## src/sv/cbm_pkg.sv

```systemverilog
// ----------------------------------------------------------------------------
// cbm_pkg
// Types and constants shared by the cartridge bank mapper modules.
// ----------------------------------------------------------------------------
package cbm_pkg;

  localparam logic [1:0] KIND_CPU_WRITE = 2'd0;
  localparam logic [1:0] KIND_CPU_READ  = 2'd1;
  localparam logic [1:0] KIND_PPU_ADDR  = 2'd2;
  localparam logic [1:0] KIND_CHR_READ  = 2'd3;

  localparam logic [7:0] PAGE_PRG_LOW  = 8'h50;
  localparam logic [7:0] PAGE_PROTECT  = 8'h51;
  localparam logic [7:0] PAGE_PRG_HIGH = 8'h52;
  localparam logic [7:0] PAGE_MODE     = 8'h53;

  localparam logic [3:0] READ_WINDOW    = 4'h5;
  localparam logic [7:0] PROTECT_TOGGLE = 8'h04;
  localparam logic [5:0] BANK_FILL      = 6'h03;

  localparam logic CFG_SWAP_DISABLED = 1'b0;
  localparam logic CFG_LARGE_PRG_ROM = 1'b1;

  typedef struct packed {
    logic [1:0]  kind;
    logic [15:0] address;
    logic [7:0]  write_value;
    logic [7:0]  open_bus;
  } cbm_in_t;

  typedef struct packed {
    logic [7:0]  read_data;
    logic        read_claimed;
    logic [5:0]  prg_bank;
    logic [13:0] chr_address;
  } cbm_out_t;

  typedef struct packed {
    logic swap_disabled;
    logic large_prg_rom;
  } cbm_cfg_t;

  typedef struct packed {
    logic [7:0] prg_low_reg;
    logic [7:0] protect_reg;
    logic [7:0] prg_high_reg;
    logic [7:0] mode_reg;
    logic       latched_a9;
    logic       last_a13;
  } cbm_state_t;

  function automatic logic [7:0] swap_low_bits(input logic [7:0] v);
    return {v[7:2], v[0], v[1]};
  endfunction

endpackage

```

## src/sv/cbm_step.sv

```systemverilog
// ----------------------------------------------------------------------------
// cbm_step
// Decodes one bus beat against the mapper state: next state and result.
// ----------------------------------------------------------------------------
module cbm_step (
  input  cbm_pkg::cbm_cfg_t   cfg,
  input  cbm_pkg::cbm_state_t state,
  input  cbm_pkg::cbm_in_t    item,
  output cbm_pkg::cbm_state_t state_next,
  output cbm_pkg::cbm_out_t   result
);
  import cbm_pkg::*;

  logic       swap;
  logic [7:0] swapped;
  logic [7:0] prot_value;

  assign swap       = state.mode_reg[0];
  assign swapped    = swap_low_bits(item.write_value);
  assign prot_value = swap ? swapped : item.write_value;

  always_comb begin
    state_next         = state;
    result.read_data   = 8'h00;
    result.read_claimed = 1'b0;
    result.chr_address = 14'h0000;
    unique case (item.kind)
      KIND_CPU_WRITE: begin
        unique case (item.address[15:8])
          PAGE_PRG_LOW: begin
            state_next.prg_low_reg = prot_value;
          end
          PAGE_PROTECT: begin
            if (item.address[0]) begin
              if (state.protect_reg[0] && !prot_value[0]) begin
                state_next.protect_reg = state.protect_reg ^ PROTECT_TOGGLE;
              end
            end else begin
              state_next.protect_reg = prot_value;
            end
          end
          PAGE_PRG_HIGH: begin
            state_next.prg_high_reg = (swap && cfg.large_prg_rom) ? swapped : item.write_value;
          end
          PAGE_MODE: begin
            state_next.mode_reg = cfg.swap_disabled ? {item.write_value[7:1], 1'b0}
                                                    : item.write_value;
          end
          default: begin
          end
        endcase
      end
      KIND_CPU_READ: begin
        if (item.address[15:12] == READ_WINDOW) begin
          result.read_claimed = 1'b1;
          result.read_data    = item.address[11] ? item.open_bus
                                                 : (~state.protect_reg & PROTECT_TOGGLE);
        end
      end
      KIND_PPU_ADDR: begin
        if (!state.last_a13 && item.address[13]) begin
          state_next.latched_a9 = item.address[9];
        end
        state_next.last_a13 = item.address[13];
      end
      KIND_CHR_READ: begin
        if (state.prg_low_reg[7] && !state.last_a13) begin
          result.chr_address = {1'b0, state.latched_a9, item.address[11:0]};
        end else begin
          result.chr_address = item.address[13:0];
        end
      end
      default: begin
      end
    endcase
    // bank reflects the state after this beat
    result.prg_bank = {state_next.prg_high_reg[1:0], state_next.prg_low_reg[3:0]}
                      | (state_next.mode_reg[2] ? 6'h00 : BANK_FILL);
  end

endmodule

```

## src/sv/cartridge_bank_mapper_with_chr_latch_core.sv

```systemverilog
// ----------------------------------------------------------------------------
// cartridge_bank_mapper_with_chr_latch_core
// Bank mapper with CHR latch: input register, decode, result register.
// ----------------------------------------------------------------------------
// an accepted input beat passes the input register and then the result register
// throughput: one beat per cycle, limited only by the output stall
// the mapper state is updated as a beat moves from the input to the result register
// reset (synchronous) clears both pipeline stages, mapper registers and config
module cartridge_bank_mapper_with_chr_latch_core (
  input  logic              clk,
  input  logic              rst,
  input  logic              in_valid,
  output logic              in_stall,
  input  cbm_pkg::cbm_in_t  in_data,
  output logic              out_valid,
  input  logic              out_stall,
  output cbm_pkg::cbm_out_t out_data,
  input  logic              cfg_we,
  input  logic              cfg_index,
  input  logic              cfg_data
);
  import cbm_pkg::*;

  cbm_cfg_t   cfg;
  cbm_state_t state;
  cbm_state_t state_next;
  cbm_in_t    item;
  logic       item_valid;
  cbm_out_t   result;
  logic       out_ready;
  logic       advance;

  assign out_ready = !out_valid || !out_stall;
  assign advance   = item_valid && out_ready;
  assign in_stall  = item_valid && !out_ready;

  cbm_step u_step (
    .cfg        (cfg),
    .state      (state),
    .item       (item),
    .state_next (state_next),
    .result     (result)
  );

  // config port
  always_ff @(posedge clk) begin
    if (rst) begin
      cfg <= '0;
    end else if (cfg_we) begin
      unique case (cfg_index)
        CFG_SWAP_DISABLED: cfg.swap_disabled <= cfg_data;
        CFG_LARGE_PRG_ROM: cfg.large_prg_rom <= cfg_data;
        default: begin
        end
      endcase
    end
  end

  // input register
  always_ff @(posedge clk) begin
    if (rst) begin
      item_valid <= 1'b0;
    end else if (!in_stall) begin
      item_valid <= in_valid;
    end
  end

  always_ff @(posedge clk) begin
    if (!in_stall && in_valid) begin
      item <= in_data;
    end
  end

  // mapper state and result register
  always_ff @(posedge clk) begin
    if (rst) begin
      state     <= '0;
      out_valid <= 1'b0;
    end else begin
      if (advance) begin
        state <= state_next;
      end
      if (out_ready) begin
        out_valid <= item_valid;
      end
    end
  end

  always_ff @(posedge clk) begin
    if (advance) begin
      out_data <= result;
    end
  end

endmodule

```

## config.mk

```make
export PLATFORM = sky130hd
export DESIGN_NAME = cartridge_bank_mapper_with_chr_latch_core
export DESIGN_NICKNAME = d
export VERILOG_FILES = /design/src/sv/cbm_pkg.sv /design/src/sv/cbm_step.sv /design/src/sv/cartridge_bank_mapper_with_chr_latch_core.sv
export SDC_FILE = /design/constraint.sdc
export NUM_CORES = 1
export LEC_CHECK = 0
export BUFFER_PORTS_ARGS = -buffer_cell sky130_fd_sc_hd__buf_2
export CELL_PAD_IN_SITES_DETAIL_PLACEMENT = 0
export CELL_PAD_IN_SITES_GLOBAL_PLACEMENT = 1
export CORE_UTILIZATION = 49
export DETAILED_ROUTE_END_ITERATION = 16
export GPL_TIMING_DRIVEN = 0
export PLACE_DENSITY = 0.95
export SLEW_MARGIN = 15
export SYNTH_ARGS = -nofsm -noshare
export SYNTH_HDL_FRONTEND = slang
export SYNTH_HIERARCHICAL = 1
export SYNTH_SLANG_ARGS = --single-unit
```

## constraint.sdc

```tcl
create_clock -name clk -period 4.5 [get_ports clk]
set_clock_uncertainty 0.15 [all_clocks]
set_input_delay 0 -clock clk [delete_from_list [all_inputs] [get_ports clk]]
set_output_delay 0 -clock clk [all_outputs]
set_load 0.1 [all_outputs]
```

Word-level counts from Yosys, hierarchy flattened
Index checks and enable logic that the tools add are counted.
{"block": "classes", "eq_ne": 9, "n_mux": 14, "bitwise_logic": 6, "reduce_logical": 27}
{"operator": "$eq 8x7->1 const B", "count": 4}
{"operator": "$mux 8", "count": 4}
{"operator": "$mux 28", "count": 1}
{"operator": "$reduce_and 3->1", "count": 5}
{"operator": "$mux 13", "count": 1}
{"operator": "$reduce_and 2->1", "count": 4}
{"operator": "$reduce_and 4->1", "count": 2}
{"operator": "$logic_and 1x1->1", "count": 7}
{"operator": "$logic_not 1->1", "count": 6}
{"operator": "$mux 2", "count": 3}
{"operator": "$mux 3", "count": 2}
{"operator": "$or 6x6->6", "count": 1}
{"operator": "$eq 2x2->1 const B", "count": 2}
{"operator": "$eq 4x3->1 const B", "count": 1}
{"operator": "$mux 4", "count": 1}
{"operator": "$not 1->1", "count": 4}
{"operator": "$not 3->3", "count": 1}
{"operator": "$eq 2x1->1 const B", "count": 1}
{"operator": "$logic_not 2->1", "count": 1}
{"operator": "$mux 1", "count": 2}
{"operator": "$ne 2x1->1 const B", "count": 1}
{"operator": "$reduce_or 2->1", "count": 1}
{"operator": "$logic_or 1x1->1", "count": 1}
{"block": "word_totals", "register_bits": 101}

Logic depth before layout (Yosys ltp)
Gate-level depths: netlist (run 1).
{"block": "logic_depth", "word_depth": 9, "ltp_mapped": 8}

Cells and area by module
The synthesis (run 1) kept the hierarchy.
{"module": "cartridge_bank_mapper_with_chr_latch_core", "instances": 1, "cells_per_inst": 229, "area_each_um2": 3309.4}
{"module": "cbm_step", "instances": 1, "cells_per_inst": 102, "area_each_um2": 839.6}

Worst setup path after synthesis (run 1)
Ideal clock, no wire load.
{"block": "synth_path", "path_kind": "reg2reg", "from": "register out_valid", "to": "register item[0] (netlist name)", "setup_time_ns": 0.429, "t_arrival_ns": 3.009, "t_required_ns": 3.921, "setup_slack_ns": 0.913, "path_stages_with_launch": 3, "path_buffers": 0, "synth_period_minus_slack_ns": 3.587, "cell_sequence": "dfxtp_1 -> and3_1 -> nor2b_1"}
{"block": "synth_between", "elab_chain_cells": 6}
{"item": "start, declared", "line": "cartridge_bank_mapper_with_chr_latch_core.sv:15", "rtl": "output logic out_valid,"}
{"item": "start signal, assigned", "line": "cartridge_bank_mapper_with_chr_latch_core.sv:84", "rtl": "out_valid <= item_valid;"}
{"item": "$logic_not 1->1", "line": "cartridge_bank_mapper_with_chr_latch_core.sv:33", "rtl": "assign out_ready = !out_valid || !out_stall;"}
{"item": "$logic_or 1x1->1", "line": "cartridge_bank_mapper_with_chr_latch_core.sv:33"}
{"item": "$logic_not 1->1", "line": "cartridge_bank_mapper_with_chr_latch_core.sv:35", "rtl": "assign in_stall = item_valid && !out_ready;"}
{"item": "$logic_and 1x1->1", "line": "cartridge_bank_mapper_with_chr_latch_core.sv:35"}
{"item": "named net in_stall", "line": "cartridge_bank_mapper_with_chr_latch_core.sv:13", "rtl": "output logic in_stall,"}
{"item": "$logic_not 1->1", "line": "cartridge_bank_mapper_with_chr_latch_core.sv:69", "rtl": "if (!in_stall && in_valid) begin"}
{"item": "$logic_and 1x1->1", "line": "cartridge_bank_mapper_with_chr_latch_core.sv:69"}
The timed path passes the listed nets, and every way through them passes these cells.
A chain may end at the register's enable or synchronous reset.

==> out/qor.csv, run 1 <==
stage;metric;value;unit
synth;Synth Instances;223;
timing;Worst slew margin;0.452;
cts;Root Driver;clkbuf_8;
routing;Antenna Nets Post-Route;0;
die;die area;6640;um2
timing;max-slew violation count;0;
routing;Vias;2081;
power_and_ir_drop;Psw;0.398;mW
timing;Tightest Pin Transition;816;ps
synth;Synth warnings;6;
cts;# hold bufs at CTS;39;
cts;# Post-CTS Setup Buffers;0;
worst_setup_path;Worst Path Arrival;2460;ps
timing;Final Hold Slack;200;ps
worst_setup_path;CP Launch Type;register;
placed_design;I/O Buffers;67;
synth;syn avg cell area;13.9;um2
layout;ratio of cells with drive above 1 in the final layout;0.351;
worst_setup_path;r2r startpoint;item[33]$_DFFE_PP_;
cts;total clock buffers created by CTS;9;
timing;ratio of final minimum period to clock period;0.558;
power_and_ir_drop;worst ir drop on vdd;0.312;mV
worst_hold_path;hold depth;2;
die;row cnt;28;
status;status;finished clean;
worst_setup_path;Critical Path End Type;register;
worst_setup_path;Critical Path RT;4450;ps
die;core area;5990;um2
timing;Fin. Hold Viols;0;
power_and_ir_drop;P_int;1.17;mW
power_and_ir_drop;combinational share of power;0.129;
placed_design;hpwl dp;3.70;mm
timing;# setup viols final;0;
synth;post-synthesis net count;264;
routing;1st-iter DRT viols;114;
cts;H-Tree Level Count;3;
cts;CTS tree;done;
power_and_ir_drop;Static Leakage;1.67;nW
timing;total negative slack;0;ps
worst_setup_path;Crit Path Max Fanout;6;
placed_design;Final GP Congestion;0.794;
cts;clk buf depth;2;
placed_design;DP Area;3560;um2
worst_setup_path;reg2reg path depth;4;
cts;post-CTS sizing;0;
power_and_ir_drop;Sw Share;0.254;
die;Initial Util;0.516;
power_and_ir_drop;Pwr Total;1.57;mW
worst_hold_path;min-delay worst type;in -> reg;
routing;via/cell ratio;4.95;
worst_hold_path;Hold Path Origin;in_data[17];
die;Die Width;81.5;um
die;die height;81.5;um
grt;Overflow after GRT;0;
timing;Fmax;0.398;GHz
timing;RSZ-0062 raised after global routing;no;
routing;DRC Markers;0;
worst_setup_path;Reg2Reg Capture Point;out_data[15]$_DFFE_PP_;
worst_setup_path;critical path class;reg -> reg;
grt;antenna violations before repair;0;
grt;global-route wire length before repair;9.34;mm
cts;CTS sink cnt;77;
power_and_ir_drop;clock share of power;0.354;
routing;drt total wl;5.90;mm
routing;WL/cell;14.1;um
layout;# diodes;0;
worst_setup_path;Worst R2R Setup Slack;1990;ps
flow_run;maxcap violations;0;
cts;Worst-Skew Late Latency;350;ps
cts;clk slew on worst S/H paths;80;ps
grt;Total GRT Usage;0.197;
grt;largest net degree at the start of global routing;34;
layout;final instance area;4160;um2
die;I/O pin count;72;
synth;mapped cell area;3090;um2
power_and_ir_drop;Seq pwr share;0.517;
power_and_ir_drop;PwrDens;377;nW/um2
timing;Final min period;2510;ps
layout;Final #Nets;382;
worst_hold_path;hold path endpoint;item[17]$_DFFE_PP_;
grt;vias in the first global route;2036;
layout;synthesis-to-finish area growth;34.5;%
routing;drt first pass iters;4;
[critical path: stages (launching register included)]
cell and delay [ps]:
edfxtp_1 480, or4b_4 630, nor4b_4 460, mux2_2 410
nand2b_1 150
[area by class of cell]
class,instances,area (um2)
multi-input cells,122,797
fillers,395,1830
plain buffers,21,146
flip-flops and latches,77,2140
clock inverters,6,87.6
repair buffers,107,753
clock buffers,9,124
well taps,75,93.8
inverters,3,16.3
[cells in the final DEF, fill, tap and decap left out, drive strengths merged]
master       instances
nor2b                2
dlygate4sd3         39
mux2                10
bufinv               2
nand3b               1
or4b                 1
nand2               33
clkbuf              16
nor3                 1
nand3                1
edfxtp              60
nor4                 2
a21bo                1
and3                19
dfxtp               17
nand4                1
nand2b               6
nor4b                1
or4                  1
a21oi               17
buf                 82
nor3b                2
clkinv               4
and2                 1
inv                  3
mux2i                6
o21ai                4
or3b                 1
nor2                 9
a31oi                2
[flip-flops by register name, indices dropped and copies added (netlist names)]
signal      cells
cfg             2
item_valid      1
state          13
out_data       29
item           31
out_valid       1
[routing by layer]
metal,GRT usage,share of wire
met1,0.237,0.40
met4,0.109,0.029
met3,0.0411,0.035
met5,0,0
met2,0.328,0.53
[stage by stage]
step                      instances  worst slack, ps   util
after global routing            420             1920  0.694
after global placement          365             1480  0.588
after CTS                       420             1980  0.694
after detailed placement        366             1990  0.594
after floorplan                 223             1050      -
final                           420             1990  0.694
[worst max-delay path by stage]
stage | start | endpoint | slack, ps | cells past startpoint
final | item[33]$_DFFE_PP_ | out_data[15]$_DFFE_PP_ | 1990 | 4
after global routing | item[33]$_DFFE_PP_ | out_data[15]$_DFFE_PP_ | 1920 | 4
after CTS | item[33]$_DFFE_PP_ | out_data[15]$_DFFE_PP_ | 1980 | 4
after detailed placement | item[33]$_DFFE_PP_ | out_data[15]$_DFFE_PP_ | 1990 | 4
after global placement | out_valid$_SDFFE_PP0P_ | item[0]$_DFFE_PP_ | 1480 | 2
after floorplan | out_valid$_SDFFE_PP0P_ | item[0]$_DFFE_PP_ | 1050 | 2
[power by group through the flow]
stage	Sequential [mW]	Clock, mW	Combinational, mW
CTS	0.811	0.563	0.201
floorplan	0.915	0	0.0429
detailed placement	0.827	0	0.175
finish	0.811	0.556	0.202
global placement	0.827	0	0.169
global route	0.815	0.598	0.212
No activity file was read; power rests on OpenSTA's default activity.
==> inputs of run 2 (changes only) <==
--- a/config.mk
+++ b/config.mk
@@ -8,10 +8,10 @@
 export BUFFER_PORTS_ARGS = -buffer_cell sky130_fd_sc_hd__buf_2
 export CELL_PAD_IN_SITES_DETAIL_PLACEMENT = 0
 export CELL_PAD_IN_SITES_GLOBAL_PLACEMENT = 1
-export CORE_UTILIZATION = 49
+export CORE_UTILIZATION = 45
 export DETAILED_ROUTE_END_ITERATION = 16
 export GPL_TIMING_DRIVEN = 0
-export PLACE_DENSITY = 0.95
+export PLACE_DENSITY = 0.92
 export SLEW_MARGIN = 15
 export SYNTH_ARGS = -nofsm -noshare
 export SYNTH_HDL_FRONTEND = slang
==> constraint.sdc (replaced) <==
create_clock -name clk -period 2.4 [get_ports clk]
set_clock_uncertainty 0.15 [all_clocks]
set_input_delay 0 -clock clk [delete_from_list [all_inputs] [get_ports clk]]
set_output_delay 0 -clock clk [all_outputs]
set_load 0.1 [all_outputs]
==> run 2 against run 1 <==
Setup slack worse by 1900 ps. Total power rose by 81%. Highest routed layer unchanged. Core utilization shrank 5.1 points. The flow now finishes with violations (design-rule violations). Wire length down 0.27%.
==> out/qor.csv, run 2 (synthesis gave the netlist of run 1 again) <==
stage;metric;value;unit;change
status;status;finished, violations left;;
status;failing checks;design-rule violations;;
layout;Largest register FFs;31;;unchanged
routing;Antenna Nets Post-Route;0;;unchanged
worst_setup_path;Crit Path Max Fanout;5;;-1
cts;clk slew on worst S/H paths;80;ps;about the same
layout;Final #Nets;389;;+1.8%
placed_design;dpl ws;-151;ps;-2140 ps
routing;drt total wl;5.89;mm;-0.27%
routing;WL/cell;13.7;um;-2.6%
layout;commonest cells after routing, fill and taps aside;buf_2 (70), edfxtp_1 (60), dlygate4sd3_1 (39);;
timing;Worst slew margin;0.420;;-0.0322
layout;non-filler cells, final;430;;+2.4%
timing;Fin. Hold Viols;0;;unchanged
die;die area;7210;um2;+8.7%
layout;most common cell after layout, fill and taps aside;buf_2;;
grt;Total GRT Usage;0.177;;-0.0196
timing;# setup viols final;0;;unchanged
layout;synthesis-to-finish area growth;35.1;%;
placed_design;I/O Buffers;67;;unchanged
routing;DRC Markers;3;;+3
layout;# diodes;0;;unchanged
routing;via/cell ratio;4.80;;-3.0%
worst_hold_path;min-delay worst type;in -> reg;;
layout;register area;2140;um2;about the same
power_and_ir_drop;PwrDens;679;nW/um2;+80%
die;row cnt;29;;+3.6%
cts;CTS tree;done;;
power_and_ir_drop;Pwr Total;2.84;mW;+81%
placed_design;Final GP Congestion;0.742;;-6.5%
die;die height;84.9;um;+4.2%
timing;max-slew violation count;0;;unchanged
timing;RSZ-0062 raised after global routing;no;;
power_and_ir_drop;Static Leakage;1.68;nW;+0.47%
worst_setup_path;critical path class;reg -> reg;;
worst_setup_path;Critical Path End Type;register;;
layout;fillers;486;;+23%
die;Initial Util;0.476;;-0.0401
cts;total clock buffers created by CTS;9;;unchanged
power_and_ir_drop;worst ir drop on vdd;0.332;mV;+6.3%
flow_run;maxcap violations;0;;unchanged
die;I/O pin count;72;;unchanged
timing;Tightest Pin Transition;868;ps;+52.7 ps
grt;vias in the first global route;2023;;-0.64%
grt;global-route wire length before repair;9.37;mm;+0.30%
grt;antenna violations before repair;0;;unchanged
routing;1st-iter DRT viols;82;;-28%
cts;clk buf depth;2;;unchanged
placed_design;hpwl dp;3.75;mm;+1.5%
timing;ratio of final minimum period to clock period;0.980;;+0.422
timing;Final min period;2350;ps;-159 ps
routing;drt first pass iters;10;;+6
cts;Worst-Skew Late Latency;350;ps;about the same
timing;Fmax;0.425;GHz;+6.8%
worst_setup_path;Critical Path RT;2340;ps;-2110 ps
layout;Largest Register;item;;
die;core area;6490;um2;+8.4%
worst_setup_path;Worst Path Arrival;2300;ps;-160 ps
routing;Vias;2066;;-0.72%
layout;ratio of cells with drive above 1 in the final layout;0.365;;+0.0147
layout;Largest regs;item x31, out_data x29, state x13;;
cts;CTS sink cnt;77;;unchanged
cts;Root Driver;clkbuf_8;;
worst_setup_path;CP Launch Type;register;;
layout;post-layout util;0.643;;-0.0510
layout;multi-input gate area in the final layout;801;um2;+0.47%
grt;largest net degree at the start of global routing;34;;unchanged
timing;final setup margin;48.6;ps;-1940 ps
die;Die Width;84.9;um;+4.2%
grt;Overflow after GRT;0;;unchanged
placed_design;# placed instances;367;;+0.27%
cts;H-Tree Level Count;3;;unchanged
-- run 2: per-layer routing --
layer	global-route usage	part of all wire	routed length [um]
met1	0.198	0.43	2510
met3	0.0477	0.036	210
met5	0	0	0
met4	0.0832	0.016	94
met2	0.315	0.52	3070
-- run 2: metrics by stage --
| step | hold WS (ps) | setup TNS [ps] | instance area (um2) |
|---|---|---|---|
| 4_1_cts | 186 | 0 | 4150 |
| 3_3_place_gp | 26.1 | -387 | 3540 |
| 3_5_place_dp | 28.1 | -556 | 3540 |
| 6_report | 209 | 0 | 4180 |
| 2_1_floorplan | -51.1 | 0 | 3100 |
| 5_1_grt | 195 | 0 | 4180 |
-- run 2: report_power, final --
group | total [mW] | switching (mW) | internal (mW)
combinational | 0.379 | 0.262 | 0.118
clock | 0.936 | 0.464 | 0.472
sequential | 1.52 | 0.0224 | 1.50
-- run 2: critical path: stages, from the launching register on --
cell      delay [ps]
edfxtp_1         400
or4b_4           600
nor4b_4          260
buf_4            190
mux2_2           350
nand2b_1         150
-- run 2: area by class of cell --
cell class	count	share of cell area
multi-input combinational	122	0.192
sequential	77	0.513
clock buffer	9	0.0296
timing repair buffer	114	0.188
inverter	3	0.00389
tap	77	0.0231
clock inverter	7	0.0159
buffer	21	0.0350
-- run 2: what timing repair did --
action | 4_1_cts | 5_1_grt
hold buffers | 39 | 0
setup buffers | 4 | 4
endpoints found under the hold margin | 48 | 0
gates resized for setup | 0 | 1
pin swaps | 1 | 1
setup endpoints to repair | 7 | 5
-- run 2: final timing paths --
check,end,depth (start not counted),slack (ps),startpoint
max,out_data[15]$_DFFE_PP_,5,50,item[26]$_DFFE_PP_
min,item[15]$_DFFE_PP_,2,210,in_data[15]
max reg2reg,out_data[15]$_DFFE_PP_,5,50,item[26]$_DFFE_PP_
min reg2reg,state[27]$_SDFFE_PP0P_,2,310,state[27]$_SDFFE_PP0P_
